File: config.mk
export PLATFORM = sky130hd
export DESIGN_NAME = substring_match_finder_core
export DESIGN_NICKNAME = d
export VERILOG_FILES = /design/src/sv/smf_pkg.sv /design/src/sv/smf_cell.sv /design/src/sv/substring_match_finder_core.sv
export SDC_FILE = /design/constraint.sdc
export NUM_CORES = 1
export LEC_CHECK = 0
export BUFFER_PORTS_ARGS = -buffer_cell sky130_fd_sc_hd__buf_2
export CELL_PAD_IN_SITES_DETAIL_PLACEMENT = 1
export CELL_PAD_IN_SITES_GLOBAL_PLACEMENT = 1
export CORE_UTILIZATION = 51
export CTS_CLUSTER_DIAMETER = 60
export DETAILED_ROUTE_END_ITERATION = 12
export GPL_TIMING_DRIVEN = 1
export PLACE_DENSITY_LB_ADDON = 0.1
export SYNTH_ARGS = -nofsm -noshare
export SYNTH_HDL_FRONTEND = slang
export SYNTH_SLANG_ARGS = --single-unit
File: constraint.sdc
create_clock -name clock -period 12.1 [get_ports clock]
set_input_delay 1.815 -clock clock [delete_from_list [all_inputs] [get_ports clock]]
set_output_delay 1.815 -clock clock [all_outputs]
set_load 0.05 [all_outputs]
File: src/sv/smf_pkg.sv
// smf_pkg: shared types and constants for the substring match finder
// no dependencies; imported by smf_cell and substring_match_finder_core

package smf_pkg;

   // sizes
   localparam int MAX_PATTERN = 8;
   localparam int POS_BITS    = 16;
   localparam int BYTE_BITS   = 8;
   localparam int LEN_BITS    = 4;
   localparam int SEL_BITS    = $clog2(MAX_PATTERN);
   localparam int CSR_IDX_BITS  = 4;
   localparam int CSR_DATA_BITS = MAX_PATTERN * BYTE_BITS;

   localparam logic [POS_BITS-1:0] POS_MAX = {POS_BITS{1'b1}};
   localparam logic [POS_BITS-1:0] RANGE_END_RESET = 16'hFFFF;

   // register map
   typedef enum logic [CSR_IDX_BITS-1:0] {
      CSR_PATTERN_BYTES  = 4'd0,
      CSR_PATTERN_LENGTH = 4'd1,
      CSR_RANGE_BEGIN    = 4'd2,
      CSR_RANGE_END      = 4'd3
   } csr_index_type;

   typedef logic [BYTE_BITS-1:0] byte_type;
   typedef byte_type [MAX_PATTERN-1:0] pattern_type;

   // per-cycle control broadcast to every cell
   typedef struct packed {
      logic advance;  // a request is taken this cycle
      logic flush;    // last byte of text: clear the window after the shift
   } smf_cell_ctrl_type;

endpackage

File: src/sv/smf_cell.sv
// smf_cell: one window cell, holds one recent text byte and compares it
// depends on smf_pkg

module smf_cell (
   input  logic                       clock,
   input  logic                       reset,
   input  smf_pkg::smf_cell_ctrl_type ctrl,
   input  smf_pkg::byte_type          byte_in,
   input  smf_pkg::byte_type          expect_byte,
   input  logic                       active,
   output smf_pkg::byte_type          byte_out,
   output logic                       hit
);
   import smf_pkg::*;

   byte_type byte_ff;
   byte_type byte_in_sel;

   // the byte this cell holds once the shift happens
   assign hit      = !active || (byte_in == expect_byte);
   assign byte_out = byte_ff;

   // shift in from the neighbor, clear at end of text
   always_comb begin
      byte_in_sel = byte_ff;
      if (ctrl.advance) begin
         byte_in_sel = ctrl.flush ? '0 : byte_in;
      end
   end

   always_ff @(posedge clock) begin
      if (reset) begin
         byte_ff <= '0;
      end else begin
         byte_ff <= byte_in_sel;
      end
   end

endmodule

File: src/sv/substring_match_finder_core.sv
// substring_match_finder_core: streaming search for a configured pattern
// depends on smf_pkg and smf_cell
//
// Usage:
//   Text enters one byte per request on req_text_byte, with req_last_of_text
//   marking the final byte of a text. Each request yields zero or one match
//   on the rsp channel (rsp_match_begin, rsp_match_end, end exclusive).
//   Matches are the leftmost non-overlapping occurrences of the pattern that
//   start at or after range_begin and end at or before range_end.
//   The csr channel writes pattern_bytes (0), pattern_length (1),
//   range_begin (2) and range_end (3); csr_ready is always high. Write the
//   registers only while no request is in flight.
//   A match appears on rsp in the cycle after the request carrying its
//   last byte is taken. Throughput: one request per cycle unless rsp stalls,
//   set by the single shift of the cell row and the one-deep result register.
//   When the receiver stalls with a result pending, req_ready drops until the
//   result is taken; a request is still taken in the cycle the result leaves.
//   Reset clears the window, position and match history, sets range_end to
//   65535 and other config registers to zero. No clearing pass is needed.

module substring_match_finder_core (
   input  logic                                clock,
   input  logic                                reset,
   input  logic                                req_valid,
   output logic                                req_ready,
   input  logic [7:0]                          req_text_byte,
   input  logic                                req_last_of_text,
   output logic                                rsp_valid,
   input  logic                                rsp_ready,
   output logic [15:0]                         rsp_match_begin,
   output logic [15:0]                         rsp_match_end,
   input  logic                                csr_valid,
   output logic                                csr_ready,
   input  logic [smf_pkg::CSR_IDX_BITS-1:0]    csr_index,
   input  logic [smf_pkg::CSR_DATA_BITS-1:0]   csr_data
);
   import smf_pkg::*;

   // configuration registers
   pattern_type          pattern_ff;
   logic [LEN_BITS-1:0]  length_ff;
   logic [POS_BITS-1:0]  range_begin_ff;
   logic [POS_BITS-1:0]  range_end_ff;

   // text state and result register
   logic [POS_BITS-1:0]  pos_ff, pos_in;
   logic [POS_BITS-1:0]  prev_end_ff, prev_end_in;
   logic                 rsp_valid_ff, rsp_valid_in;
   logic [POS_BITS-1:0]  rsp_begin_ff, rsp_begin_in;
   logic [POS_BITS-1:0]  rsp_end_ff, rsp_end_in;

   smf_cell_ctrl_type    cell_ctrl;
   byte_type             chain_in   [MAX_PATTERN];
   byte_type             chain_out  [MAX_PATTERN];
   byte_type             chain_exp  [MAX_PATTERN];
   logic [MAX_PATTERN-1:0] chain_act;
   logic [MAX_PATTERN-1:0] chain_hit;

   logic                 accept;
   logic                 len_ok;
   logic                 pos_ok;
   logic [POS_BITS-1:0]  end_pos;
   logic [POS_BITS-1:0]  len_ext;
   logic [POS_BITS-1:0]  start_pos;
   logic                 match;

   csr_index_type        csr_sel;

   assign csr_ready = 1'b1;
   assign csr_sel   = csr_index_type'(csr_index);

   // handshakes
   assign req_ready = !rsp_valid_ff || rsp_ready;
   assign accept    = req_valid && req_ready;

   assign cell_ctrl.advance = accept;
   assign cell_ctrl.flush   = req_last_of_text;

   // row of cells: entry 0 holds the newest byte
   for (genvar j = 0; j < MAX_PATTERN; j++) begin : g_cell
      if (j == 0) begin : g_head
         assign chain_in[j] = req_text_byte;
      end else begin : g_body
         assign chain_in[j] = chain_out[j-1];
      end

      // cell j lines up with pattern byte length-1-j
      always_comb begin
         logic [LEN_BITS-1:0] sel;
         sel          = length_ff - LEN_BITS'(1) - LEN_BITS'(j);
         chain_act[j] = length_ff > LEN_BITS'(j);
         chain_exp[j] = pattern_ff[sel[SEL_BITS-1:0]];
      end

      smf_cell u_cell (
         .clock       (clock),
         .reset       (reset),
         .ctrl        (cell_ctrl),
         .byte_in     (chain_in[j]),
         .expect_byte (chain_exp[j]),
         .active      (chain_act[j]),
         .byte_out    (chain_out[j]),
         .hit         (chain_hit[j])
      );
   end

   // position and range qualification
   assign len_ok    = (length_ff != '0) && (length_ff <= LEN_BITS'(MAX_PATTERN));
   assign pos_ok    = (pos_ff != POS_MAX);
   assign end_pos   = pos_ff + POS_BITS'(1);
   assign len_ext   = POS_BITS'(length_ff);
   assign start_pos = end_pos - len_ext;
   assign match     = len_ok && pos_ok && (end_pos >= len_ext)
                      && (start_pos >= range_begin_ff) && (start_pos >= prev_end_ff)
                      && (end_pos <= range_end_ff) && (&chain_hit);

   // next state for position, history and result
   always_comb begin
      pos_in       = pos_ff;
      prev_end_in  = prev_end_ff;
      rsp_valid_in = rsp_valid_ff && !rsp_ready;
      rsp_begin_in = rsp_begin_ff;
      rsp_end_in   = rsp_end_ff;
      if (accept) begin
         rsp_valid_in = match;
         if (match) begin
            rsp_begin_in = start_pos;
            rsp_end_in   = end_pos;
            prev_end_in  = end_pos;
         end
         if (pos_ok) begin
            pos_in = end_pos;
         end
         if (req_last_of_text) begin
            pos_in      = '0;
            prev_end_in = '0;
         end
      end
   end

   always_ff @(posedge clock) begin
      if (reset) begin
         pos_ff       <= '0;
         prev_end_ff  <= '0;
         rsp_valid_ff <= 1'b0;
      end else begin
         pos_ff       <= pos_in;
         prev_end_ff  <= prev_end_in;
         rsp_valid_ff <= rsp_valid_in;
      end
   end

   always_ff @(posedge clock) begin
      rsp_begin_ff <= rsp_begin_in;
      rsp_end_ff   <= rsp_end_in;
   end

   // register writes
   always_ff @(posedge clock) begin
      if (reset) begin
         pattern_ff     <= '0;
         length_ff      <= '0;
         range_begin_ff <= '0;
         range_end_ff   <= RANGE_END_RESET;
      end else if (csr_valid) begin
         unique case (csr_sel)
            CSR_PATTERN_BYTES:  pattern_ff     <= pattern_type'(csr_data);
            CSR_PATTERN_LENGTH: length_ff      <= csr_data[LEN_BITS-1:0];
            CSR_RANGE_BEGIN:    range_begin_ff <= csr_data[POS_BITS-1:0];
            CSR_RANGE_END:      range_end_ff   <= csr_data[POS_BITS-1:0];
            default: begin
            end
         endcase
      end
   end

   assign rsp_valid       = rsp_valid_ff;
   assign rsp_match_begin = rsp_begin_ff;
   assign rsp_match_end   = rsp_end_ff;

endmodule
# Word-level counts from Yosys, hierarchy flattened
# Index checks and enable logic that the tools add are counted.
[word_totals]
regBits = 221
input_bits = 82
out_inout_bits = 35
word_cells = 134
[classes]
addsub = 10
magnitude_cmp = 21
n_eq_ne = 12
mux = 28
reduce_logical = 40
[op_table]
columns = ["cell", "n"]
rows = [
  ["8-bit binary-select mux with 3-bit select", 8],
  ["8-bit 2-to-1 mux", 15],
  ["8-bit equality test", 8],
  ["16-bit 2-to-1 mux", 4],
  ["16-bit >= comparator", 2],
  ["3-bit by 4-bit less-than comparator with 1-bit output (second input constant)", 8],
  ["16-bit by 1-bit adder with 16-bit output (second input constant)", 1],
  ["16-bit by 4-bit >= comparator with 1-bit output", 1],
  ["4-bit by 3-bit greater-than comparator with 1-bit output (second input constant)", 4],
  ["16-bit <= comparator", 1],
  ["16-bit inequality test (second input constant)", 1],
  ["16-bit by 4-bit subtractor with 16-bit output", 1],
  ["2-bit AND reduction", 7],
  ["3-bit subtractor (second input constant)", 4],
  ["1-bit zero test", 10],
  ["1-bit logical AND", 9],
  ["1-bit logical OR", 9],
  ["4-bit by 2-bit equality test with 1-bit output (second input constant)", 2],
  ["4-bit by 1-bit greater-than comparator with 1-bit output (second input constant)", 2],
  ["4-bit by 2-bit greater-than comparator with 1-bit output (second input constant)", 2],
  ["8-bit AND reduction", 1],
  ["3-bit by 1-bit subtractor with 3-bit output (second input constant)", 2],
  ["3-bit by 2-bit subtractor with 3-bit output (second input constant)", 2],
  ["4-bit by 1-bit equality test with 1-bit output (second input constant)", 1],
  ["other kinds (5)", 6],
]

# Logic depth before layout (Yosys ltp)
[depth]
word_depth = 10
mapped_depth = 21
mapped_depth_nobuf = 19

# Hierarchy
# A second synthesis with hierarchy kept.
[hier_totals]
hier_cells = 1496
area_unflattened_um2 = 13272.7
[by_module_without_submodules]
columns = ["module", "instances", "cells_each", "area_each_um2"]
rows = [
  ["substring_match_finder_core", 1, 1136, 10119.7],
  ["smf_cell", 8, 45, 394.1],
]

# Worst setup path before layout
# Ideal clock, no wire load.
[synth_path]
path_kind = "register -> register"
start = "reg length_ff[0]"
end = "reg rsp_begin_ff[0] (netlist: rsp_match_begin[0]) (enable)"
setup_ns = 0.421
arrival_ns = 5.266
required_ns = 11.679
setup_slack_ns = 6.413
stages_incl_launch_ff = 17
period_less_slack_ns = 5.687
cell_sequence = "dfxtp_1 -> buf_6 -> buf_6 -> inv_2 -> buf_2 -> ha_1 -> buf_6 -> clkbuf_1 -> mux2i_1 -> mux4_2 -> xnor2_1 -> nor4_1 -> nand2_1 -> o41ai_2 -> nand4_1 -> or4_1 -> nor2_1"
[synth_between]
elab_chain_cells = 9
word_cells_on_any_way = 71
classes_between = "add/sub (9); order compare (12); eq/ne (8); mux (16); reduce/logical (26)"
[synth_lines]
columns = ["item", "line_no", "rtl"]
rows = [
  ["from (decl)", "substring_match_finder_core.sv:41", "logic [LEN_BITS-1:0] length_ff;"],
  ["from (signal assigned)", "substring_match_finder_core.sv:168", "CSR_PATTERN_LENGTH: length_ff <= csr_data[LEN_BITS-1:0];"],
  ["3-bit by 1-bit subtractor with 3-bit output (tied with other cells) (2 in series)", "substring_match_finder_core.sv:90", "sel = length_ff - LEN_BITS'(1) - LEN_BITS'(j);"],
  ["8-bit binary-select mux with 3-bit select or 1-bit logical AND (tied branches)", "substring_match_finder_core.sv:92, substring_match_finder_core.sv:113", ""],
  ["8-bit 2-to-1 mux (not written as such) or 1-bit logical AND (tied branches)", "substring_match_finder_core.sv:92, substring_match_finder_core.sv:113", ""],
  ["8-bit equality test or 1-bit logical AND (tied branches)", "smf_cell.sv:20, substring_match_finder_core.sv:114", ""],
  ["1-bit logical OR or 1-bit logical AND (tied branches)", "smf_cell.sv:20, substring_match_finder_core.sv:114", ""],
  ["8-bit AND reduction or 1-bit logical AND (tied branches)", "substring_match_finder_core.sv:115", "&& (end_pos <= range_end_ff) && (&chain_hit);"],
  ["1-bit logical AND (*)", "substring_match_finder_core.sv:115", ""],
  ["2-bit AND reduction (no source line) (*)", "-", ""],
  ["to (signal assigned)", "substring_match_finder_core.sv:154", "rsp_begin_ff <= rsp_begin_in;"],
  ["to (decl)", "substring_match_finder_core.sv:49", "logic [POS_BITS-1:0] rsp_begin_ff, rsp_begin_in;"],
]
# Every way passes the cells marked *; elsewhere a longest branch is shown, timed or not. The select of a mux whose other input is x is not followed.
# A chain may end at the register's enable or synchronous reset.

# Final worst setup path
[layout_path]
start = "reg pos_ff[0]"
end = "reg rsp_begin_ff[1] (netlist: rsp_match_begin[1]) (enable)"
[layout_between]
elab_chain_cells = 8
word_cells_on_any_way = 14
classes_between = "add/sub (2); order compare (4); eq/ne (1); reduce/logical (7)"
[layout_lines]
columns = ["item", "line_no", "rtl"]
rows = [
  ["from (decl)", "substring_match_finder_core.sv:46", "logic [POS_BITS-1:0] pos_ff, pos_in;"],
  ["from (signal assigned)", "substring_match_finder_core.sv:147", "pos_ff <= pos_in;"],
  ["16-bit by 1-bit adder with 16-bit output (*)", "substring_match_finder_core.sv:110", "assign end_pos = pos_ff + POS_BITS'(1);"],
  ["net end_pos[2]", "substring_match_finder_core.sv:62", "logic [POS_BITS-1:0] end_pos;"],
  ["16-bit by 4-bit subtractor with 16-bit output (*)", "substring_match_finder_core.sv:112", "assign start_pos = end_pos - len_ext;"],
  ["net start_pos[13]", "substring_match_finder_core.sv:64", "logic [POS_BITS-1:0] start_pos;"],
  ["16-bit >= comparator", "substring_match_finder_core.sv:114", "&& (start_pos >= range_begin_ff) && (start_pos >= prev_end_ff)"],
  ["1-bit logical AND", "substring_match_finder_core.sv:114", ""],
  ["1-bit logical AND (*)", "substring_match_finder_core.sv:114", ""],
  ["1-bit logical AND (*) (2 in series)", "substring_match_finder_core.sv:115", ""],
  ["2-bit AND reduction (no source line) (*)", "-", ""],
]
# The timed path passes the listed nets; every way through them passes the cells marked *.

==> reports/summary.log <==
[synth] top flip-flop cell by instance count after synthesis sky130_fd_sc_hd__dfxtp_1
[synth] area share of the largest cell type after synthesis 0.2797
[drt] wirelength, routed 42.61 mm
[synth] number of flops mapped to enable cells by yosys 32
[drt] via count 11530
[placed_design] post-placement cell count 1827
[synth] Seq/Total Area, Yosys 0.3507
[die] Die Width 164.9 microns
[clocking] H-Tree Depth 1
[die] Die H 164.9 microns
[grt] global-route wire length before repair 64.54 mm
[timing] Slew HR 0.1515
[clocking] post-cts repair resize count 0
[clocking] Post CTS Setup Buffer Count 0
[placed_design] half-perimeter wire length after placement 30.94 mm
[final_layout] Area growth syn-to-layout 12.00%
[setup_path] WP data arrival 6.38 ns
[synth] leading cell types by total area after synthesis sky130_fd_sc_hd__dfxtp_1 28%, sky130_fd_sc_hd__mux4_2 10%, sky130_fd_sc_hd__mux2i_1 9.2%
[timing] maximum achievable frequency 161.0 MHz
[die] Core Box Area 26060 sq um
[setup_path] reg-to-reg critical path endpoint rsp_match_begin[1]
[drt] number of optimization iterations in the first detailed-route pass 5
[clocking] later-pin clock latency in the skew report 0.55 ns
[synth] number of distinct standard cells referenced by the synthesized netlist 63
[min_path] number of cells traversed by the worst hold path 2
[synth] Yosys warnings 0
[synth] Mapped Cells 1455
[min_path] beginning of the worst hold path prev_end_ff[5]
[timing] Setup Total Neg Slack 0 ns
[drt] number of nets still failing antenna checks after routing 0
[die] FP Rows 59
[timing] clock skew 0.01412 ns
[synth] mean post-synth cell area 9.298 sq um
[placed_design] final RePlAce weighted congestion 0.9068
[min_path] type of the tightest min-delay check reg -> reg
[drt] detailed-route vias per instance 6.135
[timing] final critical delay including setup and external delays 6.212 ns
[final_layout] number of antenna diodes 0
[die] initial standard-cell utilization of the core 0.5192
[setup_path] reg-to-reg startpoint pos_ff[0]
[grt] maximum number of pins on one net before global-route repair 114
[synth] synthesized netlist net count 1593
[setup_path] critical path's largest stage delay 0.80 ns
[drt] Initial DRC Count 1096
[grt] overall fraction of global-route tracks in use 0.3144
[setup_path] cell with the biggest individual delay on the critical path sky130_fd_sc_hd__nor2_4
[timing] setup repair after global routing missed its margin false
[outcome] result of the run finished, final reports clean
[job] Max-Cap Viols 0
[timing] number of max-slew violations in the final report 0
[setup_path] critical path startpoint category flip-flop
[clocking] hold-fix buffers at CTS 0
[synth] flops & latches, synth 221
[final_layout] number of nets in the layout 1660
[clocking] Clk pin slew, worst setup/hold paths 0.06 ns
[clocking] cts bufs inserted 28
[timing] number of setup violations in the final report 0
[min_path] Worst Hold Path EP prev_end_ff[5]
[placed_design] # port buffers 115
[synth] biggest area consumer among synthesized cells sky130_fd_sc_hd__dfxtp_1
[grt] via count of the first global-routing pass 11120
[clocking] CTS tree yes
[die] I/O pin count 117
[synth] Post-Syn Area 13530 sq um
[setup_path] path type of the worst setup path reg -> reg
[grt] antenna violations before repair 0
[drt] average wire length per cell after detail routing 22.68 microns
[setup_path] number of cell instances on the worst register-to-register path 19
[drt] detailed-route DRC error count 0
[clocking] clock tree root driver cell sky130_fd_sc_hd__clkbuf_16
[final_layout] fraction of layout instances using a drive strength above 1 0.1671
[grt] GRT overflow 0
[timing] period utilization 0.5134
[setup_path] required time at the worst-slack endpoint 12.27 ns
[clocking] maximum buffer depth of the clock tree 3
[setup_path] slack of the worst reg-to-reg path 5.89 ns
[power] Max IR drop VDD 0.0001192 V
[setup_path] cells traversed along the worst timing path ha_1 > xor2_1 > ha_1 > o21ai_0 > nand2b_1 > a211oi_1 > nand2_1 > nor3_1 > nand2_1 > nor2_1 > xor2_1 > ha_1 > nor3_1 > nand2_1 > o2111ai_1 > o21ai_0 > nand2_1 > or4_1 > nor2_4
[setup_path] cell seen most often among critical-path stages sky130_fd_sc_hd__nand2_1
[clocking] number of clock sinks seen by CTS 221
[synth] post-synthesis async set-or-reset flop share 0
[setup_path] maximum net fanout on the critical path 32
[power] power density cells 115.5 nW/um^2
[setup_path] type of element capturing the critical path flip-flop
[final_layout] number of cells in the finished layout apart from fillers 1879
[timing] Least-Margin Pin Slew 1.273 ns
[timing] hold violation count in the final report 0
[die] floorplan die area 27180 sq um
[power] leakage power summed over all cells 5.660 nW
cell usage after synthesis, drive strengths merged (2+ instances only):
cell     count
a2bb2oi      2
a31oi        6
a22oi       10
a21o        14
and3         7
nand2b      10
nand2      212
nand4       17
nor3b       57
nand3       11
a21oi      146
mux2i      124
nor2b        9
clkbuf      61
nand3b      19
mux2         4
or3          4
edfxtp      32
or4          2
xnor2       78
a2111oi      2
and4         2
buf         32
inv         60
nor4        19
mux4        63
o21ai       17
a211oi       6
nor2       114
ha          55
xor2        31
o22a         3
dfxtp      189
nor3        16
where the power goes:
| part | internal, mW | switching, mW | total [mW] |
|---|---|---|---|
| Combinational | 0.0598 | 0.0972 | 0.157 |
| Clock | 0.487 | 0.345 | 0.832 |
| Sequential | 0.750 | 0.0100 | 0.761 |
logic make-up (layout without fill, tap and decap cells):
family,count (synthesis),after routing,share of synthesized area
buffers and inverters,153,242,0.05123
adder cells (fa/ha/maj),56,56,0.05234
XOR/XNOR,110,110,0.07223
multiplexers,191,191,0.1999
other,1,1,0.0002772
flip-flops,221,221,0.3507
AO/OA/AOI/OAI,221,221,0.09424
AND/OR/NAND/NOR,502,502,0.1790
critical path, delay by kind of cell (launching register included):
kind | cells | cell delay, ns
AND/OR/NAND/NOR | 10 | 2.36
AO/OA/AOI/OAI | 4 | 1.16
XOR/XNOR | 2 | 0.81
flip-flops | 1 | 0.55
adder cells (fa/ha/maj) | 3 | 0.93
placed cells by master (no fill, tap or decap), types with 29 or more instances in the layout:
cell	Yosys	layout
sky130_fd_sc_hd__inv_1	59	59
sky130_fd_sc_hd__xor2_1	31	31
sky130_fd_sc_hd__nand2_1	212	211
sky130_fd_sc_hd__dfxtp_1	189	188
sky130_fd_sc_hd__edfxtp_1	32	32
sky130_fd_sc_hd__mux4_2	63	63
sky130_fd_sc_hd__mux2i_1	124	124
sky130_fd_sc_hd__nor3b_1	57	56
sky130_fd_sc_hd__buf_2	10	114
sky130_fd_sc_hd__ha_1	55	54
sky130_fd_sc_hd__xnor2_1	78	78
sky130_fd_sc_hd__a21oi_1	146	146
sky130_fd_sc_hd__clkbuf_16	0	29
sky130_fd_sc_hd__nor2_1	114	113
stage by stage:
stage               hold slack [ns]  area (sq um)  utilization  power (mW)  worst slack [ns]
floorplan                    0.4347         13530            -      0.8760             6.413
global placement             0.4426         14210       0.5454      0.9253             6.257
detailed placement           0.4505         14210       0.5454      0.9298             6.045
CTS                          0.4667         15150       0.5815       1.757             5.934
global route                 0.4868         15150       0.5815       1.802             5.370
finish                       0.4636         15150       0.5815       1.750             5.888
registers in the layout, indices dropped and copies added (netlist names):
name                    cells
pattern_ff                 64
g_cell.u_cell.byte_out     56
pos_ff                     16
prev_end_ff                16
range_begin_ff             16
range_end_ff               16
rsp_match_begin            16
rsp_match_end              16
length_ff                   4
rsp_valid                   1
worst max path at each step:
| stage | cells past startpoint | to | slack [ns] | start |
|---|---|---|---|---|
| 6_report | 19 | rsp_match_begin[1] | 5.89 | pos_ff[0] |
| 5_1_grt | 19 | rsp_match_end[3] | 5.37 | pos_ff[0] |
| 3_5_place_dp | 19 | rsp_match_end[13] | 6.04 | pos_ff[0] |
| 4_1_cts | 19 | rsp_match_end[12] | 5.93 | pos_ff[0] |
| 3_3_place_gp | 19 | rsp_match_begin[10] | 6.26 | pos_ff[0] |
| 2_1_floorplan | 16 | rsp_match_begin[0] | 6.41 | length_ff[0] |
metal layers:
metal,global-route usage,part of all wire
met4,0.09883,0.025
met5,0,0
met2,0.4618,0.43
met1,0.4665,0.46
met3,0.05299,0.083
cell type report:
type	instances	area (sq um)
Inverter	60	225.2
Fill cell	2999	10910
Clock inverter	12	105.1
Sequential cell	221	4746
Clock buffer	40	837.1
Multi-Input combinational cell	1081	8130
Tap cell	335	419.2
Timing Repair Buffer	130	690.7
(Power assumes the default switching activity.)
